$ cat config.mk
export PLATFORM = sky130hd
export DESIGN_NAME = qsgt_front
export DESIGN_NICKNAME = d
export VERILOG_FILES = /design/src/rtl/qsgt_pkg.sv /design/src/rtl/qsgt_front.sv
export SDC_FILE = /design/constraint.sdc
export NUM_CORES = 1
export LEC_CHECK = 0
export ABC_AREA = 1
export BUFFER_PORTS_ARGS = -buffer_cell sky130_fd_sc_hd__buf_2
export CORE_MARGIN = 3
export CORE_UTILIZATION = 35
export CTS_CLUSTER_SIZE = 12
export DETAILED_ROUTE_END_ITERATION = 16
export PLACE_DENSITY = 0.72
export RECOVER_POWER = 50
export SLEW_MARGIN = 15
export SYNTH_ARGS = -nofsm -noshare
export SYNTH_HDL_FRONTEND = slang
export SYNTH_SLANG_ARGS = --single-unit
export TNS_END_PERCENT = 50
$ cat constraint.sdc
create_clock -name clk -period 4.55 [get_ports clk]
set_input_delay 0.455 -clock clk [delete_from_list [all_inputs] [get_ports clk]]
set_output_delay 0.455 -clock clk [all_outputs]
set_load 0.02 [all_outputs]
$ cat src/rtl/qsgt_pkg.sv
// Shared constants, request types and state encodings for the grace tracker.
package qsgt_pkg;

  localparam int THREADS = 64;
  localparam int IDX_W   = (THREADS > 1) ? $clog2(THREADS) : 1;
  localparam int CMD_W   = 3;
  localparam int SLOT_W  = 6;
  localparam int EPOCH_W = 64;

  localparam int QDEPTH  = 2;
  localparam int QPTR_W  = (QDEPTH > 1) ? $clog2(QDEPTH) : 1;
  localparam int QCNT_W  = $clog2(QDEPTH + 1);

  localparam logic [CMD_W-1:0] CMD_REGISTER   = 3'd0;
  localparam logic [CMD_W-1:0] CMD_UNREGISTER = 3'd1;
  localparam logic [CMD_W-1:0] CMD_CHECKPOINT = 3'd2;
  localparam logic [CMD_W-1:0] CMD_BARRIER    = 3'd3;
  localparam logic [CMD_W-1:0] CMD_SYNC       = 3'd4;

  typedef enum logic [2:0] {
    OP_REGISTER,
    OP_UNREGISTER,
    OP_CHECKPOINT,
    OP_BARRIER,
    OP_SYNC,
    OP_NOP
  } op_t;

  typedef struct packed {
    op_t                op;
    logic               in_range;
    logic [IDX_W-1:0]   idx;
    logic [EPOCH_W-1:0] target;
  } req_t;

  typedef enum logic [1:0] {
    ST_IDLE,
    ST_SCAN,
    ST_LAST,
    ST_REPLY
  } state_t;

endpackage

$ cat src/rtl/qsgt_front.sv
// Front stage: accept requests, decode the command and range-check the slot.
module qsgt_front (
  input  logic                          clk,
  input  logic                          rst,
  input  logic                          in_valid,
  output logic                          in_ready,
  input  logic [qsgt_pkg::CMD_W-1:0]    command,
  input  logic [qsgt_pkg::SLOT_W-1:0]   thread_slot,
  input  logic [qsgt_pkg::EPOCH_W-1:0]  target_epoch,
  output logic                          q_valid,
  input  logic                          q_ready,
  output qsgt_pkg::req_t                q_req
);
  import qsgt_pkg::*;

  logic hold_valid;
  req_t hold;
  req_t hold_next;

  always_comb begin
    hold_next.in_range = (32'(thread_slot) < THREADS);
    hold_next.idx      = IDX_W'(thread_slot);
    hold_next.target   = target_epoch;
    unique case (command)
      CMD_REGISTER:   hold_next.op = OP_REGISTER;
      CMD_UNREGISTER: hold_next.op = OP_UNREGISTER;
      CMD_CHECKPOINT: hold_next.op = OP_CHECKPOINT;
      CMD_BARRIER:    hold_next.op = OP_BARRIER;
      CMD_SYNC:       hold_next.op = OP_SYNC;
      default:        hold_next.op = OP_NOP;
    endcase
  end

  assign in_ready = !hold_valid || q_ready;
  assign q_valid  = hold_valid;
  assign q_req    = hold;

  always_ff @(posedge clk) begin
    if (rst) begin
      hold_valid <= 1'b0;
    end else if (in_ready) begin
      hold_valid <= in_valid;
    end
  end

  always_ff @(posedge clk) begin
    if (in_valid && in_ready) begin
      hold <= hold_next;
    end
  end

endmodule

### Word level (Yosys, flattened, before mapping)

Cells that the tools add are included.

| storage, ports and cells | value |
|---|---|
| register bits | 74 |
| output and inout bits | 76 |

| cells by class | value |
|---|---|
| equality and inequality tests | 4 |
| muxes and demuxes | 1 |
| reduce and logical (&&, ||, !) cells | 4 |

Operator list:

| operator | number |
|---|---|
| $pmux W3 S5 | 1 |
| $eq A3 B2 Y1 const B | 2 |
| $eq A3 B1 Y1 const B | 1 |
| $eq A3 B3 Y1 const B | 1 |
| $logic_not A3 Y1 | 1 |
| $logic_and A1 B1 Y1 | 1 |
| $logic_not A1 Y1 | 1 |
| $logic_or A1 B1 Y1 | 1 |

### Logic depth before layout (Yosys ltp)

| logic depth | value |
|---|---|
| word-level depth | 3 |
| gate-level depth with buffers | 3 |
| gate-level depth less buffers | 3 |

### Least setup slack after synthesis

No wires, ideal clock.

| timing path | value |
|---|---|
| path type | input port to flip-flop |
| start point | input port in_valid |
| end point | register hold (netlist bit q_req[0]), enable pin |
| setup time | 0.528 ns |
| arrival | 4.049 ns |
| slack | -0.027 ns |
| stages | 2 |
| buffers on the path | 0 |
| path through | inv_1 > a21oi_1 |

| between the ends | value |
|---|---|
| cells in the longest elaborated chain, start to end | 1 |

RTL lines:

| what | line | RTL |
|---|---|---|
| start: declaration | qsgt_front.sv:5 | `input logic in_valid,` |
| $logic_and A1 B1 Y1 | qsgt_front.sv:47 | `if (in_valid && in_ready) begin` |
| end signal: assignment | qsgt_front.sv:48 | `hold <= hold_next;` |
| end: declaration | qsgt_front.sv:17 | `req_t hold;` |

No other way between the ends.
A chain may end at the register's enable or synchronous reset.

### Final worst setup path

| timing path | value |
|---|---|
| start point | register hold_valid, in the netlist q_valid |
| end point | register hold (netlist bit q_req[68]), enable pin |

| between the ends | value |
|---|---|
| cells in the longest elaborated chain, start to end | 3 |

RTL lines:

| what | line | RTL |
|---|---|---|
| start: declaration | qsgt_front.sv:16 | `logic hold_valid;` |
| start signal: assignment | qsgt_front.sv:42 | `hold_valid <= in_valid;` |
| $logic_not A1 Y1 | qsgt_front.sv:34 | `assign in_ready = !hold_valid \|\| q_ready;` |
| $logic_or A1 B1 Y1 | qsgt_front.sv:34 |  |
| $logic_and A1 B1 Y1 | qsgt_front.sv:47 |  |

No other way between the ends.

==> flow_metrics.py <==
metrics = {
    "run_status": {
        "status": "completed",
    },
    "routing": {
        "antenna_left": 0,
        "drc_errors": 0,
        "vias_per_cell": 4.26,
        "drtIter0Drc": 52,
        "vias": 1383,
        "wirelength_um": 5200,
        "drt_pass1_iterations": 4,
        "wl_per_cell_um": 16.0,
    },
    "timing": {
        "fin_worst_skew_ps": 8.14,
        "rsz0062_at_grt": "no",
        "timing.fmax_mhz": 465,
        "worst_pin_slew_ps": 1080,
        "setup_viol": 0,
        "fin_crit_ps": 2150,
        "slew_headroom_pct": 28.0,
        "hold_viol": 0,
        "slew_violations": 0,
        "fin_crit_sh_pct": 47.2,
        "tns_ps": 0,
    },
    "floorplan": {
        "initial_core_util_pct": 37.2,
        "core_mm2": 0.00610,
        "fp.dieArea_mm2": 0.00749,
        "die_h_um": 86.5,
        "ioPinCount": 153,
        "die_x_um": 86.5,
        "rows": 28,
    },
    "clock_network": {
        "cts_buffers": 9,
        "clock_sinks": 74,
        "cts_tree": "done",
        "cts-hold-fix-buffers": 0,
        "cts_resized": 0,
        "path_clk_slew_ps": 70,
        "clk_path_buf_depth": 2,
        "htreeDepth": 3,
        "clk_latency_ps": 330,
        "cts_setup_buffers": 0,
        "cts_root_buffer": "clkbuf_8",
    },
    "global_route": {
        "grt_pass1_wl_um": 7540,
        "grt_usage_pct": 14.3,
        "antenna_found_initial": 0,
        "grt_pass1_vias": 1549,
        "grt_max_degree": 40,
        "grt-ovfl-total": 0,
    },
    "min_path": {
        "hold_end": "q_valid",
        "hold_start": "rst",
        "min_path_cells": 2,
        "holdCritPathClass": "input pin to flop",
    },
    "finish": {
        "multi_input_area_um2": 43.8,
        "layout.nets": 323,
        "drive_above_1_share_pct": 51.6,
        "seqCellArea_mm2": 0.00221,
        "antenna_cells": 0,
        "final_cell_mix": "buf_2 (112), edfxtp_1 (73), clkbuf_1 (39)",
        "layout_commonest_cell": "buf_2",
        "area_delta_synth_final_pct": 43.5,
        "fillerInstances": 545,
    },
    "placed_design": {
        "io_buffers": 151,
        "dp_hpwl_um": 4010,
        "globalplace.congestion": 0.687,
    },
    "power": {
        "pwr-share-clk_pct": 33.1,
        "power_frac_comb_pct": 9.7,
        "irDropWorstVdd_v": 0.000228,
        "power_density_mw_per_mm2": 432,
        "intPower_mw": 1.09,
        "p_switching_uw": 321,
        "leakage_nw": 1.33,
        "seqPwrFrac_pct": 57.3,
        "power_mw": 1.41,
        "switching_share_pct": 22.8,
    },
    "yosys": {
        "synth_seq_area_share_pct": 97.5,
        "ys_seq_elements": 74,
        "syn_nets": 162,
        "avgSynthCellArea_um2": 26.7,
        "ys_warn_count": 0,
        "synth_cells": 85,
        "synth_area_mm2": 0.00227,
        "synth_cell_types": 12,
    },
    "critical_path": {
        "path_max_fanout": 39,
        "slowest_delay_ps": 840,
        "cp_data_arrival_time_ps": 2120,
        "reg2reg_depth": 2,
        "r2r_start": "q_valid",
        "r2r_end": "q_req[68]",
        "endpoint_kind": "flop",
        "r2r_slack_ps": 2400,
        "crit_slowest_cell": "a21oi_4",
        "crit_type": "flop to flop",
        "cp_cell_sequence": "a21oi_4 > buf_4",
        "start_kind": "flop",
        "crit_required_ps": 4520,
    },
    "job": {
        "drv_cap": 0,
    },
}
==> routing by layer <==
metal | part of all wire [%] | routed length, um | track usage, % | vias to the layer above
met2 | 53 | 2750 | 23.4 | 94
met3 | 15 | 777 | 9.60 | 4
met5 | 0 | 0 | 0 | -
met4 | 1.0 | 53 | 7.22 | 0
li1 | - | - | - | 649
met1 | 31 | 1620 | 13.5 | 636
==> final cells by class <==
| type | instances | share of cell area, % |
|---|---|---|
| sequential | 74 | 67.9 |
| inverter | 3 | 0.346 |
| timing repair buffer | 152 | 21.9 |
| multi-input combinational | 6 | 1.34 |
| tap | 75 | 2.88 |
| clock buffer | 9 | 3.80 |
| clock inverter | 6 | 1.80 |
==> sequential cells by signal, summed over array words and instances (netlist names) <==
name	cells
q_req	73
q_valid	1
==> synthesized netlist by cell type <==
library cell,instances,area (um2)
buf_4,1,7.51
dfxtp_1,1,20.0
conb_1,1,3.75
a21oi_2,1,8.76
inv_1,2,7.51
nor2_1,1,3.75
nand2_2,1,6.26
edfxtp_1,73,2190
clkbuf_1,1,3.75
a21o_1,1,7.51
a21oi_1,1,5.00
inv_2,1,3.75
==> worst max-delay path by stage <==
| stage | cells past startpoint | start | to |
|---|---|---|---|
| after global placement | 4 | q_ready | q_req[53] |
| after CTS | 2 | q_valid | q_req[9] |
| after detailed placement | 4 | q_ready | q_req[16] |
| after floorplan | 2 | q_ready | q_req[0] |
| final | 2 | q_valid | q_req[68] |
| after global routing | 2 | q_valid | q_req[24] |
==> power by group through the flow <==
stage | Combinational [mW] | Clock (mW) | Sequential [mW]
after floorplan | 0.0164 | 0 | 0.876
after global placement | 0.141 | 0 | 0.820
after detailed placement | 0.144 | 0 | 0.822
after CTS | 0.144 | 0.484 | 0.807
after global routing | 0.147 | 0.509 | 0.810
final | 0.136 | 0.465 | 0.807
==> metrics by stage <==
step	cells	setup WS, ps	utilization, %	area, um2	hold WS (ps)
floorplan	85	1490	-	2270	517
global placement	310	2180	51.3	3130	507
detailed placement	310	2140	51.3	3130	524
CTS	325	2370	54.3	3310	260
global route	325	2210	53.4	3260	261
finish	325	2400	53.4	3260	281
==> worst max-delay path, delay by kind of cell (launching register included) <==
family	cells	cell delay, ps
flip-flops	1	350
AO/OA/AOI/OAI	1	840
buffers and inverters	1	570
==> cell families (layout without fill, tap and decap cells) <==
kind of cell / count (synthesis) / in the layout / share of synthesized area [%]
other cells: 1 / 1 / 0.165
compound gates: 3 / 3 / 0.937
simple gates: 2 / 2 / 0.441
buf+inv: 5 / 170 / 0.992
flops: 74 / 74 / 97.5
No activity file was read; power rests on OpenSTA's default activity.
