===== src/rtl/qsgt_pkg.sv =====
// Shared constants, request types and state encodings for the grace tracker.
package qsgt_pkg;

  localparam int THREADS = 64;
  localparam int IDX_W   = (THREADS > 1) ? $clog2(THREADS) : 1;
  localparam int CMD_W   = 3;
  localparam int SLOT_W  = 6;
  localparam int EPOCH_W = 64;

  localparam int QDEPTH  = 2;
  localparam int QPTR_W  = (QDEPTH > 1) ? $clog2(QDEPTH) : 1;
  localparam int QCNT_W  = $clog2(QDEPTH + 1);

  localparam logic [CMD_W-1:0] CMD_REGISTER   = 3'd0;
  localparam logic [CMD_W-1:0] CMD_UNREGISTER = 3'd1;
  localparam logic [CMD_W-1:0] CMD_CHECKPOINT = 3'd2;
  localparam logic [CMD_W-1:0] CMD_BARRIER    = 3'd3;
  localparam logic [CMD_W-1:0] CMD_SYNC       = 3'd4;

  typedef enum logic [2:0] {
    OP_REGISTER,
    OP_UNREGISTER,
    OP_CHECKPOINT,
    OP_BARRIER,
    OP_SYNC,
    OP_NOP
  } op_t;

  typedef struct packed {
    op_t                op;
    logic               in_range;
    logic [IDX_W-1:0]   idx;
    logic [EPOCH_W-1:0] target;
  } req_t;

  typedef enum logic [1:0] {
    ST_IDLE,
    ST_SCAN,
    ST_LAST,
    ST_REPLY
  } state_t;

endpackage


===== src/rtl/qsgt_fifo.sv =====
// Short request queue between the front stage and the execution stage.
module qsgt_fifo (
  input  logic           clk,
  input  logic           rst,
  input  logic           wr_valid,
  output logic           wr_ready,
  input  qsgt_pkg::req_t wr_req,
  output logic           rd_valid,
  input  logic           rd_ready,
  output qsgt_pkg::req_t rd_req
);
  import qsgt_pkg::*;

  req_t              entries [0:QDEPTH-1];
  logic [QPTR_W-1:0] wr_ptr;
  logic [QPTR_W-1:0] rd_ptr;
  logic [QCNT_W-1:0] count;
  logic              push;
  logic              pop;

  assign wr_ready = (count != QCNT_W'(QDEPTH));
  assign rd_valid = (count != '0);
  assign rd_req   = entries[rd_ptr];
  assign push     = wr_valid && wr_ready;
  assign pop      = rd_valid && rd_ready;

  always_ff @(posedge clk) begin
    if (rst) begin
      wr_ptr <= '0;
      rd_ptr <= '0;
      count  <= '0;
    end else begin
      if (push) begin
        wr_ptr <= (wr_ptr == QPTR_W'(QDEPTH - 1)) ? '0 : QPTR_W'(wr_ptr + 1'b1);
      end
      if (pop) begin
        rd_ptr <= (rd_ptr == QPTR_W'(QDEPTH - 1)) ? '0 : QPTR_W'(rd_ptr + 1'b1);
      end
      unique case ({push, pop})
        2'b10:   count <= QCNT_W'(count + 1'b1);
        2'b01:   count <= QCNT_W'(count - 1'b1);
        default: count <= count;
      endcase
    end
  end

  always_ff @(posedge clk) begin
    if (push) begin
      entries[wr_ptr] <= wr_req;
    end
  end

endmodule


===== config.mk =====
export PLATFORM = sky130hd
export DESIGN_NAME = qsgt_fifo
export DESIGN_NICKNAME = d
export VERILOG_FILES = /design/src/rtl/qsgt_pkg.sv /design/src/rtl/qsgt_fifo.sv
export SDC_FILE = /design/constraint.sdc
export NUM_CORES = 1
export LEC_CHECK = 0
export BUFFER_PORTS_ARGS = -buffer_cell sky130_fd_sc_hd__buf_4
export CAP_MARGIN = 20
export CORE_AREA = 4 4 114 116
export CTS_BUF_LIST = sky130_fd_sc_hd__clkbuf_8
export DETAILED_ROUTE_END_ITERATION = 8
export DIE_AREA = 0 0 118 120
export GPL_ROUTABILITY_DRIVEN = 1
export PLACE_DENSITY = 0.75
export SKIP_LAST_GASP = 1
export SLEW_MARGIN = 20
export SYNTH_ARGS = -nofsm -noshare
export SYNTH_HDL_FRONTEND = slang
export SYNTH_SLANG_ARGS = --single-unit

===== constraint.sdc =====
create_clock -name clk -period 3 [get_ports clk]
set_clock_uncertainty 0.05 [all_clocks]
set_input_delay 0.15 -clock clk [delete_from_list [all_inputs] [get_ports clk]]
set_output_delay 0.15 -clock clk [all_outputs]
set_load 0.1 [all_outputs]

Word level (Yosys, flattened, before mapping)
Memory sizes are Yosys's and may differ from the RTL's. A register that Yosys moved wholly into a read port is not among the register bits. Index checks and enable logic that the tools add are counted. Widths: inputs -> output; s select.

Register bits: 4. RAM bits: 148. Output and inout bits: 76. Memories kept: 1.

$add $sub $neg: 4. Equal/unequal tests: 3. Multiplexer cells: 7. Reduce and logical (&&, ||, !) cells: 4.

Memories: entries (depth 2, bits a word 74, read ports 1, clocked after memory_dff 1, wr ports 1, RTL line qsgt_fifo.sv:14) `req_t entries [0:QDEPTH-1];`.

Operators by type and width (count): $mux 1 (6); $pmux 2 s2 (1); $reduce_bool 2->1 (2); $add 1x1->1 const B (2); $add 2x1->2 const B (1); $eq 2x1->1 const B (1); $eq 2x2->1 const B (1); $logic_and 1x1->1 (2); $ne 2x2->1 const B (1); $sub 2x1->2 const B (1).

Longest topological paths before layout
Gate-level depths: netlist (run 1).

Depth after elaboration: 4. Mapped depth: 6. Mapped depth without buffers: 6.

Worst setup path after synthesis (run 1)
Ideal clock, no wire load.

Kind: reg2reg. Start: reg count[0]. End: mem entries[1][0] (netlist name), enable pin. Arrival time: 3159 ps. Data required time: 2509 ps. Slack: -650 ps. Cell stages (with the launch flop): 3. Buffers on the path: 0. Clock period less this slack: 3650 ps. Path through: dfxtp_1 > nand2b_1 > and3_1.

Longest elaborated chain between the ends: 4.

Ends and longest elaborated chain: start, declared (RTL line qsgt_fifo.sv:17) `logic [QCNT_W-1:0] count;`; start signal, assigned (RTL line qsgt_fifo.sv:40) `2'b10: count <= QCNT_W'(count + 1'b1);`; start signal, assigned (RTL line qsgt_fifo.sv:41) `2'b01: count <= QCNT_W'(count - 1'b1);`; start signal, assigned (RTL line qsgt_fifo.sv:42) `default: count <= count;`; $ne 2x2->1 (RTL line qsgt_fifo.sv:21) `assign wr_ready = (count != QCNT_W'(QDEPTH));`; net wr_ready (RTL line qsgt_fifo.sv:6) `output logic wr_ready,`; $logic_and 1x1->1 (RTL line qsgt_fifo.sv:24) `assign push = wr_valid && wr_ready;`; $mux 1 (RTL line qsgt_fifo.sv:48) `if (push) begin`; $mux 1 (implied by the code) (RTL line qsgt_fifo.sv:49) `entries[wr_ptr] <= wr_req;`; end, declared (RTL line qsgt_fifo.sv:14).

The timed path passes the listed nets, and every way through them passes these cells.

==> impl_metrics.csv, run 1 <==
group,metric,value,unit
timing,rsz0062_at_grt,"false",
placement,io_buffers,153,
yosys,avgSynthCellArea,21.9,um2
detailed_routing,drt_first_pass_iters,4,
setup_path,crit_end,"rd_req[45]",
clocking,cts_buffers,17,
setup_path,slowest_delay,0.67,ns
grt,use_met2,29.9,%
die,core_area,11900,um2
timing,worst_pin_slew,0.660,ns
setup_path,r2r_end,"entries[1][45]",
yosys,syn-cell-area,5560,um2
setup_path,crit_slowest_cell,"dfxtp_4",
finish,diodes,0,
detailed_routing,avgRoutedWirePerCell,17.3,um
clocking,cts-root-buf,"clkbuf_8",
setup_path,worstPathCellList,"buf_12 -> mux2_2 -> buf_4",
detailed_routing,initialDrtViolationCount,170,
grt,busiest_layer,"met2",
grt,grt_start_max_net_pins,46,
setup_path,reg2reg_depth,3,
timing,setup_viol,0,
die,rows,40,
outcome,status,"completed",
die,ioPinCount,154,
die,die_y,120,um
detailed_routing,drcViolationCount,0,
setup_path,worstPathRequired,2.80,ns
grt,antenna_found_initial,0,
finish,final_layout_size_suffix_gt1_share,51.2,%
hold_path,min_path_type,"input port to flip-flop",
setup_path,crit_path_start_kind,"flip-flop",
timing,final_max_slew_viol_count,0,
grt,grt_use_met3,6.31,%
clocking,clk_pin_slew_worst_paths,0.07,ns
yosys,ys_seq_elements,153,
placement,gp_congestion,0.690,
timing,fin_tns_setup,0,ns
grt,use_met1,18.3,%
hold_path,hold_path_depth,4,
placement,hpwlAfterDp,6740,um
finish,layout.nets,578,
setup_path,timing.rr.start,"count[0]",
detailed_routing,vias,3142,
timing,min_period_over_period,75.0,%
setup_path,critPathCaptureType,"primary output",
finish,layoutNonFillerInstCount,659,
setup_path,path_buf_inv,2,
setup_path,reg2reg_slack,1.08,ns
yosys,ys_seq_area_share,81.8,%
setup_path,path_class,"flip-flop to primary output",
grt,grt_usage,16.8,%
finish,area_delta_synth_final,45.9,%
timing,hold_viol,0,
setup_path,cp_top_family,"flip-flops",
die,die_w,118,um
clocking,cts_tree,"yes",
clocking,cts_max_path_buffers,2,
clocking,cts.sinks,153,
clocking,clk_latency,0.43,ns
detailed_routing,drt_wl_total,11400,um
timing,fin_crit,2.25,ns
detailed_routing,vias_per_cell,4.77,
yosys,yosys.cell_types.count,20,
grt,grt_pass1_wl,18200,um
yosys,syn_nets,333,
clocking,htree_levels,4,
detailed_routing,ant_nets,0,
setup_path,cp_max_fo,38,
timing,max-slew-margin-rel,56.0,%
setup_path,critical_path_depth,3,
timing,fmax,0.444,GHz
clocking,post_cts_buffers,0,
setup_path,cp.arrival,2.05,ns
die,start_util,46.6,%
run,cap_violations,0,
yosys,yosysWarnings,0,
yosys,synthCells,254,
die,die-area,14200,um2
clocking,cts_resized,0,
grt,grt_pass1_vias,3505,
placement,dpl.cell_count,551,
grt,overflow,0,
-- sequential cells by signal (all words and copies together) (netlist names), named ones only --
name	flops
wr_ptr	1
count	2
entries	148
rd_ptr	1
-- area by class of cell --
class                           count  area (um2)
Clock buffer                       17         234
Tap cell                          147         184
Fill cell                         787        3800
Multi-Input combinational cell     92         960
Clock inverter                     15         190
Sequential cell                   153        4550
Inverter                            1        7.51
Timing Repair Buffer              234        1980
-- logic make-up (layout without fill, tap and decap cells) --
family                     count (synthesis)  after routing  share of synthesized area, %
DFF                                      153            153                          81.8
muxes                                     74             74                          15.0
and+or+nand+nor                            9              9                         0.856
buffers and inverters                      9            267                          1.06
AOI/OAI and AO/OA                          5              5                         0.586
xor gates and xnor gates                   3              3                         0.473
adders and majority gates                  1              1                         0.225
-- metrics by stage --
stage	util (%)	instance area [um2]	hold WS (ns)	worst slack, ns
global route	68.1	8110	0.0937	0.609
global placement	58.1	6920	0.284	1.12
floorplan	-	5560	0.169	0.345
finish	68.1	8110	0.0968	0.749
CTS	68.1	8110	0.0720	0.698
detailed placement	58.1	6920	0.288	1.07
-- cell usage after synthesis --
| cell | number | area (um2) |
|---|---|---|
| ha_1 | 1 | 12.5 |
| a21oi_1 | 2 | 10.0 |
| or3_1 | 1 | 6.26 |
| o21a_1 | 1 | 7.51 |
| dfxtp_1 | 5 | 100 |
| or2_2 | 1 | 6.26 |
| buf_2 | 2 | 10.0 |
| nor2_1 | 3 | 11.3 |
| and3_1 | 1 | 6.26 |
| nand2_1 | 1 | 3.75 |
| mux2_2 | 74 | 833 |
| o21ai_0 | 1 | 5.00 |
| nand2b_1 | 1 | 6.26 |
| buf_4 | 6 | 45.0 |
| edfxtp_1 | 148 | 4440 |
| xnor2_1 | 2 | 17.5 |
| a21bo_2 | 1 | 10.0 |
| inv_1 | 1 | 3.75 |
| xor2_1 | 1 | 8.76 |
| nand3b_1 | 1 | 7.51 |
-- worst min path at each step --
stage	startpoint	end
6_report	rd_ready	flip-flop
3_3_place_gp	wr_req[61]	entries[0][61]
5_1_grt	rd_ready	rd_ptr
4_1_cts	rd_ready	flip-flop
2_1_floorplan	rst	count[1]
3_5_place_dp	wr_req[61]	entries[0][61]
-- what timing repair did --
action                     4_1_cts  5_1_grt
hold buffers                    76        0
hold endpoints to repair       153        0
setup endpoints to repair        0        0
-- tightest hold or removal path: stages --
cell     delay, ns
buf_4         0.08
o21a_1        0.15
xnor2_1       0.08
nor2_1        0.08
-- metal layers --
layer	vias to the layer above	part of all wire, %	wire (um)
met1	1536	39	4430
met2	102	54	6190
met4	0	1.3	150
met5	-	0	0
met3	9	5.8	663
li1	1495	-	-
-- cells in the final DEF (no fill, tap or decap) --
master,netlist,final
nand2_1,1,1
ha_1,1,1
edfxtp_1,148,148
dfxtp_1,5,4
xnor2_1,2,2
o21a_1,1,1
o21ai_0,1,1
dlygate4sd3_1,0,76
clkinv_1,0,5
clkinvlp_4,0,1
inv_1,1,3
bufinv_16,0,5
clkinv_2,0,2
buf_12,0,3
nor2_1,3,3
nand2b_2,0,1
buf_4,6,155
a21bo_2,1,1
and3_4,0,1
or3_1,1,1
mux2_2,74,74
a21oi_1,2,2
dfxtp_4,0,1
or2_2,1,1
xor2_1,1,1
nand3b_1,1,1
clkbuf_8,0,17
Power of run 1 is not shown: default switching activity piles up to over one toggle a cycle in this logic, so the estimate is an artifact.
==> run 2: changes to the inputs <==
Settings changed: PLACE_DENSITY 0.75 to 0.72.
Clock period 3 ns to 2.35 ns, I/O delays scaled along.
==> impl_metrics.csv, run 2 (synthesis results as in run 1) <==
group,metric,value,unit
outcome,status,"completed",
die,die_y,120,um
timing,max-slew-margin-rel,65.4,%
detailed_routing,vias_per_cell,4.75,
finish,layout.nets,579,
setup_path,timing.rr.start,"count[0]",
finish,reg.largest.list,"entries x148, count x2",
die,ioPinCount,154,
timing,fin_crit,2.09,ns
run,cap_violations,0,
clocking,cts_buffers,17,
detailed_routing,drt_wl_total,11400,um
die,rows,40,
hold_path,min_path_type,"input port to flip-flop",
setup_path,cp_max_fo,25,
grt,grt_usage,16.6,%
placement,dpl.cell_count,552,
grt,grt_pass1_wl,17900,um
finish,final_layout_size_suffix_gt1_share,51.1,%
grt,grt_start_max_net_pins,39,
finish,max_flop_register,"entries",
setup_path,critPathCaptureType,"primary output",
setup_path,path_class,"flip-flop to primary output",
finish,final_common_cell,"buf_4",
finish,diodes,0,
timing,min_period_over_period,88.8,%
detailed_routing,drcViolationCount,0,
placement,dpl_cell_area,6920,um2
clocking,cts_max_path_buffers,2,
clocking,cts_tree,"yes",
placement,hpwlAfterDp,6970,um
finish,area_delta_synth_final,45.5,%
timing,fmax,0.479,GHz
placement,gp_congestion,0.714,
detailed_routing,ant_nets,0,
timing,hold_viol,0,
finish,largest_register_ff_count,148,
clocking,clk_pin_slew_worst_paths,0.07,ns
clocking,cts_resized,0,
clocking,cts-root-buf,"clkbuf_8",
setup_path,cp.arrival,1.92,ns
clocking,post_cts_buffers,0,
detailed_routing,drt_first_pass_iters,4,
die,die_w,118,um
die,start_util,46.6,%
detailed_routing,vias,3134,
setup_path,reg2reg_slack,0.70,ns
setup_path,crit_path_start_kind,"flip-flop",
detailed_routing,initialDrtViolationCount,156,
clocking,htree_levels,4,
setup_path,worstPathRequired,2.18,ns
timing,worst_pin_slew,0.519,ns
detailed_routing,avgRoutedWirePerCell,17.2,um
die,die-area,14200,um2
timing,final_max_slew_viol_count,0,
finish,mostFrequentLayoutCells,"157 x buf_4, 148 x edfxtp_1, 76 x dlygate4sd3_1",
setup_path,r2r_end,"entries[0][44]",
clocking,cts.sinks,153,
finish,layoutNonFillerInstCount,660,
placement,io_buffers,153,
timing,rsz0062_at_grt,"false",
die,core_area,11900,um2
finish,fillerInstances,795,
grt,overflow,0,
setup_path,reg2reg_depth,4,
grt,antenna_found_initial,0,
grt,grt_pass1_vias,3478,
finish,stdcell_area,8090,um2
setup_path,crit_end,"rd_req[63]",
clocking,clk_latency,0.43,ns
timing,setup_viol,0,
[run 2: how the worst min path moves through the flow]
stage	startpoint	endpoint	slack, ns	cells past startpoint
2_1_floorplan	rst	count[0]	0.13	1
6_report	rd_ready	rd_ptr	0.07	4
3_5_place_dp	wr_req[52]	entries[0][52]	0.26	1
5_1_grt	rd_ready	rd_ptr	0.1	4
4_1_cts	rd_ready	rd_ptr	0.05	4
3_3_place_gp	wr_req[67]	entries[0][67]	0.25	1
[run 2: timing repair]
action | in CTS | in global routing
setup endpoints to repair | 0 | 0
hold buffers | 76 | 0
endpoints found under the hold margin | 153 | 0
[run 2: layer usage]
layer | track usage [%] | part of all wire, % | up-vias
li1 | - | - | 1492
met1 | 18.0 | 38 | 1516
met2 | 29.6 | 54 | 108
met3 | 6.60 | 6.0 | 18
met4 | 5.64 | 1.7 | 0
met5 | 0 | 0 | -
[run 2: critical path, cell delays in order (launching register included)]
cell	delay [ns]
dfxtp_4	0.57
buf_4	0.30
mux2_2	0.38
buf_4	0.24
[run 2: layout make-up]
type / instances / area, um2 / share of cell area [%]
inverter: 1 / 7.51 / 0.0929
multi-input combinational: 92 / 965 / 11.9
clock inverter: 15 / 166 / 2.06
clock buffer: 17 / 234 / 2.89
timing repair buffer: 235 / 1980 / 24.5
sequential: 153 / 4550 / 56.3
tap: 147 / 184 / 2.27
[run 2: per-stage QoR]
step	setup WS [ns]	hold WS (ns)	setup TNS, ns	utilization (%)
floorplan	-0.0379	0.132	-2.81	-
finish	0.264	0.0660	0	67.9
global placement	0.706	0.252	0	58.1
detailed placement	0.693	0.256	0	58.1
CTS	0.224	0.0460	0	67.9
global route	0.158	0.0986	0	67.9
Power of run 2 is left out for the same reason.
==> run 3: changes to the inputs <==
Settings changed: BUFFER_PORTS_ARGS -buffer_cell sky130_fd_sc_hd__buf_4 to unset, DONT_BUFFER_PORTS set to 1, PLACE_DENSITY 0.72 to unset.
==> impl_metrics.csv, run 3 (synthesis results as in run 1) <==
group,metric,value,unit
die,core_area,11900,um2
clocking,cts_tree,"yes",
placement,io_buffers,0,
timing,max-slew-margin-rel,63.8,%
detailed_routing,vias_per_cell,5.16,
timing,final_max_slew_viol_count,0,
clocking,cts_max_path_buffers,2,
setup_path,timing.rr.start,"count[0]",
clocking,cts_buffers,17,
die,die_y,120,um
grt,grt_use_met3,6.36,%
setup_path,path_class,"flip-flop to flip-flop",
timing,worst_pin_slew,0.546,ns
finish,fillerInstances,911,
timing,hold_viol,0,
finish,area_delta_synth_final,25.5,%
grt,grt_usage,14.6,%
setup_path,reg2reg_depth,6,
hold_path,holdCritStartpoint,"wr_valid",
finish,largest_register_ff_count,148,
finish,post-route-util,58.5,%
clocking,htree_levels,4,
die,die-area,14200,um2
setup_path,cp.arrival,2.35,ns
grt,use_met2,23.9,%
die,ioPinCount,154,
grt,antenna_found_initial,1,
finish,final_common_cell,"edfxtp_1",
detailed_routing,drcViolationCount,0,
hold_path,hold_path_end,"count[1]",
finish,seqCellArea,4550,um2
finish,mostFrequentLayoutCells,"148 x edfxtp_1, 78 x dlygate4sd3_1, 74 x mux2_2",
timing,fin_tns_setup,0,ns
finish,diodes,0,
clocking,clk_latency,0.43,ns
detailed_routing,vias,2628,
hold_path,min_path_type,"input port to flip-flop",
timing,rsz0062_at_grt,"false",
setup_path,crit_path_start_kind,"flip-flop",
setup_path,cp_max_fo,5,
clocking,cts_resized,0,
finish,layout.nets,428,
setup_path,critPathCaptureType,"flip-flop",
grt,grt_pass1_vias,2825,
clocking,clk_pin_slew_worst_paths,0.07,ns
setup_path,reg2reg_slack,0.26,ns
finish,multi_input_area,965,um2
die,rows,40,
grt,overflow,0,
hold_path,hold_path_depth,4,
setup_path,r2r_end,"count[0]",
grt,use_met1,16.3,%
finish,final_layout_size_suffix_gt1_share,31.5,%
detailed_routing,ant_nets,0,
die,die_w,118,um
detailed_routing,initialDrtViolationCount,159,
setup_path,worstPathRequired,2.61,ns
detailed_routing,drt_wl_total,9920,um
placement,dpl.cell_count,399,
detailed_routing,avgRoutedWirePerCell,19.5,um
placement,gp_congestion,0.691,
clocking,postCtsHoldBufs,78,
timing,fmax,0.479,GHz
finish,reg.largest.list,"entries x148, count x2",
die,start_util,46.6,%
clocking,post_cts_buffers,0,
grt,grt_start_max_net_pins,43,
grt,busiest_layer,"met2",
run,cap_violations,0,
finish,layoutNonFillerInstCount,509,
placement,hpwlAfterDp,6010,um
grt,grt_pass1_wl,15500,um
finish,max_flop_register,"entries",
clocking,cts-root-buf,"clkbuf_8",
timing,min_period_over_period,88.9,%
outcome,status,"completed",
timing,setup_viol,0,
detailed_routing,drt_first_pass_iters,4,
clocking,cts.sinks,153,
timing,fin_crit,2.09,ns
## run 3: cell types whose count changed in the layout (fill, tap and decap cells not counted), moves of 4 or more
cell	delta
clkinv_1	-7
clkinv_2	+5
buf_4	-157
buf_12	+4
## run 3: area by class of cell
| class | count | area share (%) |
|---|---|---|
| Sequential cell | 153 | 65.2 |
| Multi-Input combinational cell | 92 | 13.8 |
| Timing Repair Buffer | 84 | 12.9 |
| Clock buffer | 18 | 3.55 |
| Tap cell | 147 | 2.64 |
| Clock inverter | 14 | 1.70 |
| Inverter | 1 | 0.108 |
## run 3: how the worst max path moves through the flow
stage | from | end
floorplan | count[0] | entries[0][0]
global placement | count[0] | entries[1][43]
detailed placement | count[0] | entries[1][46]
CTS | flip-flop | rd_req[54]
global route | count[0] | count[0]
finish | count[0] | count[0]
## run 3: metrics by stage
| stage | worst slack, ns | area [um2] | hold WS (ns) |
|---|---|---|---|
| after CTS | 0.244 | 6970 | 0.0285 |
| final | 0.262 | 6970 | 0.0648 |
| after global placement | 0.576 | 5830 | 0.135 |
| after floorplan | -0.0379 | 5570 | 0.132 |
| after detailed placement | 0.557 | 5830 | 0.135 |
| after global routing | 0.151 | 6970 | 0.0449 |
## run 3: critical path, stage by stage, from the launching register on
cell and delay [ns]:
dfxtp_2 0.37, nand2b_4 0.35, nand2_1 0.11, ha_1 0.34, xor2_1 0.16, nor2_1 0.05
dlygate4sd3_1 0.55
## run 3: routing by layer
layer,vias to the layer above,share of wire (%)
li1,1190,-
met1,1311,39
met2,102,51
met3,23,7.2
met4,2,2.5
met5,-,0.13
Power of run 3 is left out for the same reason.
